### config.mk
export PLATFORM = sky130hd
export DESIGN_NAME = mme_ctrl
export DESIGN_NICKNAME = d
export VERILOG_FILES = /design/src/rtl/core/mme_pkg.sv /design/src/rtl/core/mme_ctrl.sv
export SDC_FILE = /design/constraint.sdc
export NUM_CORES = 1
export LEC_CHECK = 0
export ABC_AREA = 1
export BUFFER_PORTS_ARGS = -buffer_cell sky130_fd_sc_hd__buf_2
export CORE_MARGIN = 2
export CORE_UTILIZATION = 49
export DETAILED_ROUTE_END_ITERATION = 8
export PLACE_DENSITY = 0.95
export SLEW_MARGIN = 20
export SYNTH_ARGS = -nofsm -noshare
export SYNTH_HDL_FRONTEND = slang
export SYNTH_SLANG_ARGS = --single-unit
### constraint.sdc
create_clock -name clk_i -period 5.85 [get_ports clk_i]
set_clock_uncertainty 0.1 [all_clocks]
set_input_delay 0.8775 -clock clk_i [delete_from_list [all_inputs] [get_ports clk_i]]
set_output_delay 0.8775 -clock clk_i [all_outputs]
set_load 0.05 [all_outputs]
### src/rtl/core/mme_pkg.sv
// ----------------------------------------------------------------------------
// mme_pkg
// Shared constants, codes and controller/datapath command types for the
// matrix multiply engine.
// ----------------------------------------------------------------------------
`default_nettype none

package mme_pkg;

  localparam int MAX_DIM       = 8;
  localparam int VALUE_WIDTH   = 32;
  localparam int FRACTION_BITS = 16;

  localparam int DIM_W  = (MAX_DIM > 1) ? $clog2(MAX_DIM) : 1;
  localparam int CNT_W  = $clog2(MAX_DIM + 1);
  localparam int DEPTH  = MAX_DIM * MAX_DIM;
  localparam int ADDR_W = $clog2(DEPTH);
  localparam int PROD_W = 2 * VALUE_WIDTH;
  localparam int ACC_W  = 64;

  // fixed field widths of the ports
  localparam int OP_W      = 2;
  localparam int IDX_W     = 3;
  localparam int ELEM_W    = 32;
  localparam int CFG_W     = 4;
  localparam int REG_IDX_W = 2;

  localparam logic [CFG_W-1:0] DIM_RESET = CFG_W'(8);

  localparam logic [OP_W-1:0] OP_WRITE_A  = 2'd0;
  localparam logic [OP_W-1:0] OP_WRITE_B  = 2'd1;
  localparam logic [OP_W-1:0] OP_MULTIPLY = 2'd2;

  localparam logic [REG_IDX_W-1:0] REG_ROWS_A     = 2'd0;
  localparam logic [REG_IDX_W-1:0] REG_INNER_SIZE = 2'd1;
  localparam logic [REG_IDX_W-1:0] REG_COLS_B     = 2'd2;

  typedef struct packed {
    logic                   wr_a;
    logic                   wr_b;
    logic [ADDR_W-1:0]      wr_addr;
    logic [VALUE_WIDTH-1:0] wr_data;
    logic                   rd_en;
    logic [ADDR_W-1:0]      rd_addr_a;
    logic [ADDR_W-1:0]      rd_addr_b;
    logic                   first;
    logic                   last;
  } mme_cmd_t;

  typedef struct packed {
    logic done;
  } mme_status_t;

endpackage

`default_nettype wire

### src/rtl/core/mme_ctrl.sv
// ----------------------------------------------------------------------------
// mme_ctrl
// Sequencer: configuration registers, command decode, element and inner
// index counters, result handshake.
// ----------------------------------------------------------------------------
`default_nettype none

module mme_ctrl import mme_pkg::*; (
  input  wire logic                   clk_i,
  input  wire logic                   rst_ni,
  input  wire logic                   cfg_valid_i,
  input  wire logic [REG_IDX_W-1:0]   cfg_index_i,
  input  wire logic [CFG_W-1:0]       cfg_data_i,
  input  wire logic                   in_valid_i,
  output logic                        in_ready_o,
  input  wire logic [OP_W-1:0]        opcode_i,
  input  wire logic [IDX_W-1:0]       row_index_i,
  input  wire logic [IDX_W-1:0]       col_index_i,
  input  wire logic [ELEM_W-1:0]      elem_value_i,
  output logic                        out_valid_o,
  input  wire logic                   out_ready_i,
  output logic [IDX_W-1:0]            out_row_o,
  output logic [IDX_W-1:0]            out_col_o,
  output logic                        out_last_o,
  output mme_cmd_t                    cmd_o,
  input  wire mme_status_t            status_i
);

  localparam logic [1:0] S_IDLE  = 2'd0;
  localparam logic [1:0] S_ISSUE = 2'd1;
  localparam logic [1:0] S_WAIT  = 2'd2;
  localparam logic [1:0] S_OUT   = 2'd3;

  function automatic logic [CNT_W-1:0] eff_dim(input logic [CFG_W-1:0] r);
    logic [CNT_W-1:0] res;
    if (r == '0) begin
      res = CNT_W'(1);
    end else if (int'(r) > MAX_DIM) begin
      res = CNT_W'(MAX_DIM);
    end else begin
      res = CNT_W'(r);
    end
    return res;
  endfunction

  logic [1:0]       state_q, state_d;
  logic [CFG_W-1:0] rows_a_q, inner_q, cols_b_q;
  logic [DIM_W-1:0] i_q, i_d, j_q, j_d, k_q, k_d;
  logic [CNT_W-1:0] nr, nk, nc;
  logic             in_fire, k_last, elem_last, a_ok, b_ok;
  logic [ADDR_W-1:0] wr_addr;

  assign nr = eff_dim(rows_a_q);
  assign nk = eff_dim(inner_q);
  assign nc = eff_dim(cols_b_q);

  // config registers
  always_ff @(posedge clk_i or negedge rst_ni) begin
    if (!rst_ni) begin
      rows_a_q <= DIM_RESET;
      inner_q  <= DIM_RESET;
      cols_b_q <= DIM_RESET;
    end else if (cfg_valid_i) begin
      case (cfg_index_i)
        REG_ROWS_A:     rows_a_q <= cfg_data_i;
        REG_INNER_SIZE: inner_q  <= cfg_data_i;
        REG_COLS_B:     cols_b_q <= cfg_data_i;
        default: ;
      endcase
    end
  end

  assign in_ready_o = (state_q == S_IDLE);
  assign in_fire    = in_valid_i && in_ready_o;

  assign a_ok = ({1'b0, row_index_i} < (IDX_W+1)'(nr)) && ({1'b0, col_index_i} < (IDX_W+1)'(nk));
  assign b_ok = ({1'b0, row_index_i} < (IDX_W+1)'(nk)) && ({1'b0, col_index_i} < (IDX_W+1)'(nc));
  assign wr_addr = ADDR_W'(int'(row_index_i) * MAX_DIM + int'(col_index_i));

  assign k_last    = (CNT_W'(k_q) == nk - CNT_W'(1));
  assign elem_last = (CNT_W'(i_q) == nr - CNT_W'(1)) && (CNT_W'(j_q) == nc - CNT_W'(1));

  always_comb begin
    state_d = state_q;
    i_d     = i_q;
    j_d     = j_q;
    k_d     = k_q;

    cmd_o           = '0;
    cmd_o.wr_addr   = wr_addr;
    cmd_o.wr_data   = elem_value_i[VALUE_WIDTH-1:0];
    cmd_o.rd_addr_a = ADDR_W'(int'(i_q) * MAX_DIM + int'(k_q));
    cmd_o.rd_addr_b = ADDR_W'(int'(k_q) * MAX_DIM + int'(j_q));
    cmd_o.first     = (k_q == '0);
    cmd_o.last      = k_last;

    case (state_q)
      S_IDLE: begin
        if (in_fire) begin
          case (opcode_i)
            OP_WRITE_A: cmd_o.wr_a = a_ok;
            OP_WRITE_B: cmd_o.wr_b = b_ok;
            OP_MULTIPLY: begin
              i_d     = '0;
              j_d     = '0;
              k_d     = '0;
              state_d = S_ISSUE;
            end
            default: ;
          endcase
        end
      end
      S_ISSUE: begin
        cmd_o.rd_en = 1'b1;
        if (k_last) begin
          k_d     = '0;
          state_d = S_WAIT;
        end else begin
          k_d = k_q + DIM_W'(1);
        end
      end
      S_WAIT: begin
        if (status_i.done) begin
          state_d = S_OUT;
        end
      end
      S_OUT: begin
        if (out_ready_i) begin
          if (elem_last) begin
            state_d = S_IDLE;
          end else begin
            state_d = S_ISSUE;
            if (CNT_W'(j_q) == nc - CNT_W'(1)) begin
              j_d = '0;
              i_d = i_q + DIM_W'(1);
            end else begin
              j_d = j_q + DIM_W'(1);
            end
          end
        end
      end
      default: state_d = S_IDLE;
    endcase
  end

  always_ff @(posedge clk_i or negedge rst_ni) begin
    if (!rst_ni) begin
      state_q <= S_IDLE;
      i_q     <= '0;
      j_q     <= '0;
      k_q     <= '0;
    end else begin
      state_q <= state_d;
      i_q     <= i_d;
      j_q     <= j_d;
      k_q     <= k_d;
    end
  end

  assign out_valid_o = (state_q == S_OUT);
  assign out_row_o   = IDX_W'(i_q);
  assign out_col_o   = IDX_W'(j_q);
  assign out_last_o  = elem_last;

endmodule

`default_nettype wire

# Yosys cells after proc, flatten, opt, wreduce, memory -nomap -nowiden
# Index checks and enable logic that the tools add are counted.
[word_totals] register_bits=23 word_cells=90 n_memories=0 out_inout_bits=64 latchBits=0 mem_bits_rw=0 rom_bits=0
[classes] shift=0 n_bitwise=0 order_cmp=7 muxes=30 n_reduce_logical=20 eq_ne=17 n_mul=0 n_addsub=9 div=0
[ops] cell="$mux W3" n=9
[ops] cell="$mux W4" n=6
[ops] cell="$add A6 B3 Y6" n=3
[ops] cell="$pmux W3 S2" n=3
[ops] cell="$lt A3 B4 Y1" n=4
[ops] cell="$mux W2" n=7
[ops] cell="$eq A3 B4 Y1" n=3
[ops] cell="$gt A4 B4 Y1 const B" n=3
[ops] cell="$logic_not A4 Y1" n=3
[ops] cell="$sub A4 B1 Y4 const B" n=3
[ops] cell="$reduce_and A5 Y1" n=2
[ops] cell="$add A3 B1 Y3 const B" n=3
[ops] cell="$eq A2 B2 Y1 const B" n=4
[ops] cell="$ne A2 B1 Y1 const B" n=4
[ops] cell="$pmux W2 S4" n=1
[ops] cell="$eq A2 B1 Y1 const B" n=3
[ops] cell="$logic_not A2 Y1" n=3
[ops] cell="$ne A2 B2 Y1 const B" n=3
[ops] cell="$reduce_and A2 Y1" n=3
[ops] cell="$reduce_and A6 Y1" n=1
[ops] cell="$logic_and A1 B1 Y1" n=4
[ops] cell="$mux W1" n=4
[ops] cell="$reduce_bool A2 Y1" n=2
[ops] cell="$logic_not A3 Y1" n=1
[ops] cell="$reduce_and A3 Y1" n=1

# Longest topological paths before layout
# Gate-level depths: netlist of run 1.
[depth] ltp_word=9 mapped_depth=15

# Least setup slack after synthesis of run 1
# OpenSTA, ideal clock, no wires.
[synth_timing] kind="input port to output port" startpoint="input port col_index_i[1]" endpoint="output port cmd_o[53] in the netlist's numbering" stages=6 t_required_ns=4.873 n_path_buf=0 arrival_time_ns=2.068 slack_ns=2.804 cell_sequence="ha_1 > o21ai_0 > nand2_1 > a21oi_1 > nor2_1 > nor2_1"
[synth_rtl] item="from (decl)" line_no="mme_ctrl.sv:18" source="input wire logic [IDX_W-1:0] col_index_i,"
[synth_rtl] item="to (decl)" line_no="mme_ctrl.sv:25" source="output mme_cmd_t cmd_o,"

# Final worst setup path of run 1
[layout_timing] startpoint="register cols_b_q[3]" endpoint="output port out_last_o"
[layout_via] elab_chain_len=6 word_cells_on_any_way=7 classes_between="add/sub (1); order compare (1); eq/ne (1); mux (2); reduce/logical (2)"
[layout_rtl] item="from (decl)" line_no="mme_ctrl.sv:47" source="logic [CFG_W-1:0] rows_a_q, inner_q, cols_b_q;"
[layout_rtl] item="from (signal assigned)" line_no="mme_ctrl.sv:67" source="REG_COLS_B: cols_b_q <= cfg_data_i;"
[layout_rtl] item="$gt A4 B4 Y1" line_no="mme_ctrl.sv:38" source="end else if (int'(r) > MAX_DIM) begin"
[layout_rtl] item="$mux W4" line_no="mme_ctrl.sv:38"
[layout_rtl] item="$mux W4 (*)" line_no="mme_ctrl.sv:36" source="if (r == '0) begin"
[layout_rtl] item="$sub A4 B1 Y4 (*)" line_no="mme_ctrl.sv:81" source="assign elem_last = (CNT_W'(i_q) == nr - CNT_W'(1)) && (CNT_W'(j_q) == nc - CNT_W'(1));"
[layout_rtl] item="$eq A3 B4 Y1 (*)" line_no="mme_ctrl.sv:81"
[layout_rtl] item="$logic_and A1 B1 Y1 (*)" line_no="mme_ctrl.sv:81"
[layout_rtl] item="to (decl)" line_no="mme_ctrl.sv:24" source="output logic out_last_o,"
# Every way passes the cells marked *; elsewhere a longest branch is shown, timed or not.

==> results of run 1 <==
worst paths after layout:
kind | startpoint | end | slack (ps)
worst min register to register | cols_b_q[3] | cols_b_q[3] | 430
max in group asynchronous | rst_ni | cols_b_q[3] | 4810
worst max-delay path | cols_b_q[3] | out_last_o | 2490
worst min-delay path | cols_b_q[3] | cols_b_q[3] | 430
worst max register to register | cols_b_q[3] | out_row_o[1] | 3580
min in group asynchronous | rst_ni | k_q[1] | 470
state kept, by name, summed over array words and instances, names as in the netlist:
name,cells
cols_b_q,4
inner_q,4
k_q,3
out_col_o,3
out_row_o,3
rows_a_q,4
state_q,2
worst max-delay path, cell delays in order, from the launching register on:
cell and delay [ps]:
dfstp_2 560, inv_2 70, o21ai_0 260, ha_1 290
xor2_1 270, nand2_2 110, nor2_4 130, nand2_1 100
inv_1 60, buf_2 250
cell families after synthesis:
group / count (synthesis) / synth area share
and+or+nand+nor: 135 / 0.278
DFF: 23 / 0.269
xor gates and xnor gates: 5 / 0.0203
buffers and inverters: 88 / 0.237
AOI/OAI and AO/OA: 32 / 0.0854
adders and majority gates: 19 / 0.110
power by group through the flow:
stage                     Combinational, mW  Sequential, mW  Clock, mW
after floorplan                       0.511           0.289          0
after global placement                0.574           0.246          0
after detailed placement              0.594           0.248          0
after CTS                             0.598           0.245      0.107
after global routing                  0.654           0.252      0.110
final                                 0.597           0.245      0.106
per-layer routing:
metal,track usage,part of all wire,vias to the layer above
met3,0.0433,0.074,8
met4,0.0598,0.0082,0
met1,0.202,0.42,832
li1,-,-,923
met2,0.326,0.50,68
met5,0,0,-
final cells by class:
type                       instances  share of cell area
tap                               52              0.0301
inverter                          40              0.0694
clock inverter                     1             0.00347
sequential                        23               0.268
timing repair buffer              51               0.118
multi-input combinational        191               0.492
clock buffer                       3              0.0191
per-stage QoR:
| stage | power [mW] | utilization | setup WS (ps) | hold WS (ps) |
|---|---|---|---|---|
| after floorplan | 0.801 | - | 2800 | 384 |
| after global placement | 0.820 | 0.492 | 2910 | 393 |
| after detailed placement | 0.842 | 0.492 | 2840 | 422 |
| after CTS | 0.950 | 0.504 | 2480 | 437 |
| after global routing | 1.02 | 0.504 | 2360 | 460 |
| final | 0.948 | 0.504 | 2490 | 431 |
placed cells by master, fill, tap and decap left out, drive strengths merged:
master	count
o21bai	3
a22oi	1
o21ai	23
clkbuf	3
nand3	28
ha	19
inv	40
dfstp	3
xnor2	2
buf	51
clkinvlp	1
nand2	82
dfrtp	20
nor2	19
a21o	1
nand4	1
a21oi	4
nor3	4
xor2	3
or2	1
==> summary.md, run 1 <==
| Metric | Value |
|---|---|
| Outcome | `finished, final reports clean` |
| Clk pwr share | `0.112` |
| Worst-margin pin slew | `approximately 530 ps` |
| Die Wd | `between 70 and 80 um` |
| Placeable core area | `between 4000 and 5000 sq um` |
| Yosys top cell area share | `0.232` |
| Sw frac | `0.565` |
| Final Hold Violating Endpoints | `0` |
| Top Ports | `between 100 and 150` |
| Initial Util | `0.502` |
| Crit Path Class | `reg -> out` |
| Total CTS buffers | `3` |
| DRT Pass-1 Iters | `4` |
| Total Wirelength | `~4400 um` |
| Worst Hold Class | `reg -> reg` |
| Die Y | `70.3 um` |
| DRT antenna net count | `0` |
| EDFF count, synth | `0` |
| Unrepaired setup endpoints after global routing | `false` |
| Register area share after synthesis | `0.269` |
| Ys Warns | `0` |
| CTS Root Cell | `clkbuf_8` |
| Psw | `about 540 uW` |
| Worst Setup Start Kind | `flop` |
| Worst-Skew Late Latency | `270 ps` |
| Vias in the first global route | `approximately 1700` |
| Hold Buf Count CTS | `0` |
| FFs w/ async S/R, synth | `1.00` |
| Initial antenna violation count | `0` |
| Hold path depth | `2` |
| Post-Syn Area | `2150 sq um` |
| Pleak | `~1.3 nW` |
| Fraction of layout instances using a drive strength above 1 | `0.246` |
| Most frequent cells after synthesis | `nand2_1 (74), buf_4 (48), inv_1 (37), nand3_1 (26), o21ai_0 (21)` |
| Synthesis-to-finish area growth | `0.406%` |
| Critical Path RT | `between 4000 and 5000 ps` |
| Resized cells post-CTS | `0` |
| Critical path arrival | `~2400 ps` |
| CTS tree | `yes` |
| Row cnt | `24` |
| First-pass GRT wire length | `7230 um` |
| VDD IR max | `about 150 uV` |
| Min cycle time layout | `3360 ps` |
| Setup TNS | `0 ps` |
| P_int | `413 uW` |
| Combinational power share | `0.629` |
| Avg Cell Area, Syn | `7.13 sq um` |
| Power Density | `~440 nW/um^2` |
| Post-CTS Setup Bufs | `0` |
| Synth area leader | `dfrtp_1` |
| WL/cell | `~12 um` |
| Post-Syn Nets | `373` |
| Slew margin rel. | `0.647` |
| # DRC | `0` |
| CP endpoint kind | `output port` |
| Max-cap violations | `0` |
| Finished Cell Area | `2160 sq um` |
| Area contributors post-synth | `dfrtp_1 (23%), buf_4 (17%), nand2_1 (13%)` |
| Die ar. | `between 4000 and 5000 sq um` |
| Placed instance area | `approximately 2100 sq um` |
| F_max | `between 200 and 300 MHz` |
| Seq pwr share | `0.259` |
| Register bit total from synthesis | `23` |
| R2r worst-path depth | `9` |
| Fin cells | `approximately 360` |
| Largest net degree at the start of global routing | `24` |
| All-Layer GR Usage | `0.179` |
| Yosys cell types | `27` |
| Clock transition at the registers of the reported paths | `90 ps` |
| Clk buf depth | `2` |
| Clock Sinks | `23` |
| # setup viols final | `0` |
| Detailed-route via count | `between 1500 and 2000` |
| Ant. Diodes | `0` |
| Dpl cells | `357` |
| GP Congestion | `between 0.8 and 0.9` |
| Register area | `around 580 sq um` |
| Cells after Synth | `302` |
| Routed vias/inst | `5.07` |
| H-tree lvl count | `1` |
| Total congestion overflow | `0` |
| Hpwl dp | `3540 um` |
| Fill count | `~400` |
| Area of the multi-input gates | `1060 sq um` |
| Port Buffers | `51` |
| Final Cycle Share | `0.575` |
| Drt initial violations | `100` |
| Primary FF master, synth | `dfrtp_1` |
| Final nets | `~380` |
| Count leader, synth | `nand2_1` |
| CP Max Fanout | `6` |
| Slew Limit Fails | `0` |
Power figures use the tool's default switching activity.
==> inputs of run 2 (changes only) <==
--- a/config.mk
+++ b/config.mk
@@ -5,12 +5,12 @@
 export SDC_FILE = /design/constraint.sdc
 export NUM_CORES = 1
 export LEC_CHECK = 0
-export ABC_AREA = 1
+export ABC_AREA = 0
 export BUFFER_PORTS_ARGS = -buffer_cell sky130_fd_sc_hd__buf_2
 export CORE_MARGIN = 2
-export CORE_UTILIZATION = 49
+export CORE_UTILIZATION = 41
 export DETAILED_ROUTE_END_ITERATION = 8
-export PLACE_DENSITY = 0.95
+export PLACE_DENSITY = 0.88
 export SLEW_MARGIN = 20
 export SYNTH_ARGS = -nofsm -noshare
 export SYNTH_HDL_FRONTEND = slang
==> constraint.sdc (replaced) <==
create_clock -name clk_i -period 2.99 [get_ports clk_i]
set_clock_uncertainty 0.1 [all_clocks]
set_input_delay 0.4485 -clock clk_i [delete_from_list [all_inputs] [get_ports clk_i]]
set_output_delay 0.4485 -clock clk_i [all_outputs]
set_load 0.05 [all_outputs]
==> run 2 against run 1 <==
  * Sequential power rose by 120%
  * Routed wire length fell by 0.45%
  * Sequential share of layout area fell by 0.78 points
  * Setup slack got worse by 2400 ps
  * Hold slack got worse by 390 ps
  * Register-to-register slack got worse by 3000 ps
  * Area after synthesis rose by 0.41%
  * Count of clock-buffer cells in the layout rose by 1
  * Via count fell by 12%
  * Final cell count fell by 15%
  * Sequential cell count did not move
  * Combinational power rose by 140%
  * Largest cell class unchanged
==> summary.md, run 2 <==
| Metric | Value |
|---|---|
| Count leader, synth | `buf_4 (was nand2_1)` |
| Die Y | `76.6 um (was 70.3 um)` |
| Most common cell after layout, fill and taps aside | `buf_2 (was nand2_1)` |
| Seq pwr share | `0.245 (was 0.259)` |
| Worst-Skew Late Latency | `270 ps (about the same)` |
| Power Density | `990 nW/um^2 (was 438 nW/um^2)` |
| Yosys cell types | `56 (was 27)` |
| Critical Path RT | `2440 ps (was 4870 ps)` |
| DRT antenna net count | `0 (unchanged)` |
| Worst Hold Class | `in -> async (was reg -> reg)` |
| Post-Syn Nets | `298 (was 373)` |
| Top Ports | `116 (unchanged)` |
| Largest registers | `cols_b_q (4), inner_q (4), rows_a_q (4) (unchanged)` |
| Overall power | `2.21 mW (was 948 uW)` |
| Psw | `1.22 mW (was 535 uW)` |
| Synth area leader | `dfrtp_1 (unchanged)` |
| CTS tree | `yes (unchanged)` |
| Ant. Diodes | `0 (unchanged)` |
| Final Cycle Share | `0.966` |
| Commonest cells after routing, fill and taps aside | `buf_2 (50), nand2_1 (21), dfrtp_1 (20) (was nand2_1 (74), buf_2 (51), inv_1 (37))` |
| Fill count | `499 (was 401)` |
| # DRC | `0 (unchanged)` |
| Hold Buf Count CTS | `0 (unchanged)` |
| Vias in the first global route | `1584 (was 1744)` |
| Placeable core area | `5110 sq um (was 4290 sq um)` |
| WL/cell | `14.3 um (was 12.2 um)` |
| Initial Util | `0.424 (was 0.502)` |
| Worst R2R Setup Slack | `540 ps (was 3580 ps)` |
| Final nets | `308 (was 381)` |
| Min cycle time layout | `between 2000 and 3000 ps` |
| EDFF count, synth | `0 (unchanged)` |
| Critical path arrival | `2340 ps (was 2390 ps)` |
| H-tree lvl count | `1 (unchanged)` |
| Synthesis-to-finish area growth | `3.01% (was 0.406%)` |
| Detailed-route via count | `1603 (was 1831)` |
| Register bit total from synthesis | `23 (unchanged)` |
| Row cnt | `26 (was 24)` |
| Die ar. | `5870 sq um (was 4940 sq um)` |
| Final Hold Violating Endpoints | `0 (unchanged)` |
| Die Wd | `76.6 um (was 70.3 um)` |
| R2r endpoint | `out_row_o[1] (unchanged)` |
| Ys Warns | `0 (unchanged)` |
| Routed vias/inst | `5.24 (was 5.07)` |
| Area contributors post-synth | `dfrtp_1 (23%), buf_4 (17%), ha_1 (11%) (was dfrtp_1 (23%), buf_4 (17%), nand2_1 (13%))` |
| Final WS setup | `101 ps (was 2490 ps)` |
| FFs w/ async S/R, synth | `1.00 (unchanged)` |
| All-Layer GR Usage | `0.157 (was 0.179)` |
| Worst R2R Start | `cols_b_q[1] (was cols_b_q[3])` |
| Combinational power share | `0.664 (was 0.629)` |
| Yosys top cell area share | `0.231 (was 0.232)` |
| Cells after Synth | `227 (was 302)` |
| Hpwl dp | `3410 um (was 3540 um)` |
| VDD IR max | `333 uV (was 147 uV)` |
| Slew Limit Fails | `0 (unchanged)` |
| Primary FF master, synth | `dfrtp_1 (unchanged)` |
| First-pass GRT wire length | `7550 um (was 7230 um)` |
| Sw frac | `0.551 (was 0.565)` |
| Drt initial violations | `111 (was 100)` |
| Pleak | `1.08 nW (was 1.25 nW)` |
| GP Congestion | `0.771 (was 0.835)` |
| # setup viols final | `0 (unchanged)` |
| Crit Path Class | `reg -> out (unchanged)` |
| Initial antenna violation count | `0 (unchanged)` |
| Post-Syn Area | `2160 sq um (was 2150 sq um)` |
| Avg Cell Area, Syn | `9.53 sq um (was 7.13 sq um)` |
| Port Buffers | `51 (unchanged)` |
| CTS Root Cell | `clkbuf_8 (unchanged)` |
| P_int | `990 uW (was 413 uW)` |
| Most frequent cells after synthesis | `buf_4 (49), nand2_1 (21), dfrtp_1 (20), ha_1 (19), inv_1 (14) (was nand2_1 (74), buf_4 (48), inv_1 (37), nand3_1 (26), o21ai_0 (21))` |
| Worst-margin pin slew | `687 ps (was 529 ps)` |
| Total congestion overflow | `0 (unchanged)` |
| Setup TNS | `0 ps (unchanged)` |
| R2r worst-path depth | `10 (was 9)` |
| Total CTS buffers | `3 (unchanged)` |
| CP Max Fanout | `5 (was 6)` |
| Slew margin rel. | `0.541 (was 0.647)` |
| Register area share after synthesis | `0.268 (was 0.269)` |
| Clock transition at the registers of the reported paths | `80 ps (was 90 ps)` |
| Largest net degree at the start of global routing | `24 (unchanged)` |
| Clk buf depth | `2 (unchanged)` |
| Fraction of layout instances using a drive strength above 1 | `0.377 (was 0.246)` |
| Outcome | `finished, final reports clean (unchanged)` |
| Max-cap violations | `0 (unchanged)` |
| Worst hold margin | `41.3 ps (was 431 ps)` |
| Worst Setup Start Kind | `flop (unchanged)` |
| Total Wirelength | `4390 um (was 4410 um)` |
| CP endpoint kind | `output port (unchanged)` |
| F_max | `between 300 and 400 MHz` |
| Post-Place Worst Slack | `221 ps (was 2840 ps)` |
| DRT Pass-1 Iters | `5 (was 4)` |
| Clk pwr share | `0.091 (was 0.112)` |
| Clock Sinks | `23 (unchanged)` |
run 2: cell types whose count changed after synthesis, moves of 4 or more:
cell	previous run	this run
nor2b_1	0	5
o21ai_0	21	5
nand2b_1	0	8
inv_1	37	14
mux2_2	0	11
xnor2_1	2	6
nand3_1	26	3
nand2_1	74	21
nand3b_1	0	4
nand2_2	8	0
nor2_1	17	3
nor3_1	4	0
run 2: power by group through the flow:
stage | registers [mW] | clock network [mW] | logic, mW
2_1_floorplan | 0.659 | 0 | 1.21
3_3_place_gp | 0.538 | 0 | 1.39
3_5_place_dp | 0.547 | 0 | 1.43
4_1_cts | 0.540 | 0.206 | 1.44
5_1_grt | 0.561 | 0.216 | 1.58
6_report | 0.540 | 0.202 | 1.46
run 2: cells by family after synthesis:
kind of cell / share of synthesized area
buf+inv: 0.198
simple gates: 0.154
compound gates: 0.158
flops: 0.268
fa+ha+maj: 0.110
mux: 0.0723
xor+xnor: 0.0399
run 2: how the worst max path moves through the flow:
stage / start / to / slack, ps / depth (start not counted)
2_1_floorplan: state_q[0] / cmd_o[53] / 30 / 4
3_3_place_gp: cols_b_q[2] / out_last_o / 310 / 10
3_5_place_dp: cols_b_q[2] / out_last_o / 220 / 10
4_1_cts: cols_b_q[2] / out_last_o / 40 / 10
5_1_grt: cols_b_q[1] / out_last_o / -10 / 10
6_report: cols_b_q[1] / out_last_o / 100 / 10
run 2: final cells by class:
type	count	area (sq um)	area share
flip-flops and latches	23	579	0.260
repair buffers	55	288	0.129
multi-input cells	139	1170	0.526
well taps	70	87.6	0.0393
inverters	15	56.3	0.0253
clock buffers	4	45.0	0.0202
run 2: worst max-delay path, cell delays in order, from the launching register on:
cell and delay [ps]:
dfrtp_1 420, o21ba_1 250, nor2_4 130, inv_1 50
ha_1 280, xnor2_1 140, a31oi_2 210, o211ai_4 130
nand2b_2 230, inv_2 50, buf_4 180
run 2: what timing repair did:
item | in CTS | in global routing
gates resized for setup | 2 | 2
setup buffers | 0 | 4
setup endpoints to repair | 1 | 1
endpoints found under the hold margin | 0 | 0
run 2: through the flow:
step           cells  utilization  area (sq um)
6_report         306        0.436          2230
5_1_grt          306        0.436          2230
4_1_cts          302        0.429          2190
3_5_place_dp     298        0.419          2140
3_3_place_gp     298        0.419          2140
2_1_floorplan    227            -          2170
run 2: layer usage:
metal / vias to the layer above / wire [um] / GRT usage
met5: - / 0 / 0
met4: 0 / 110 / 0.0673
met3: 17 / 278 / 0.0355
met2: 51 / 2090 / 0.265
met1: 774 / 1910 / 0.193
li1: 761 / - / -
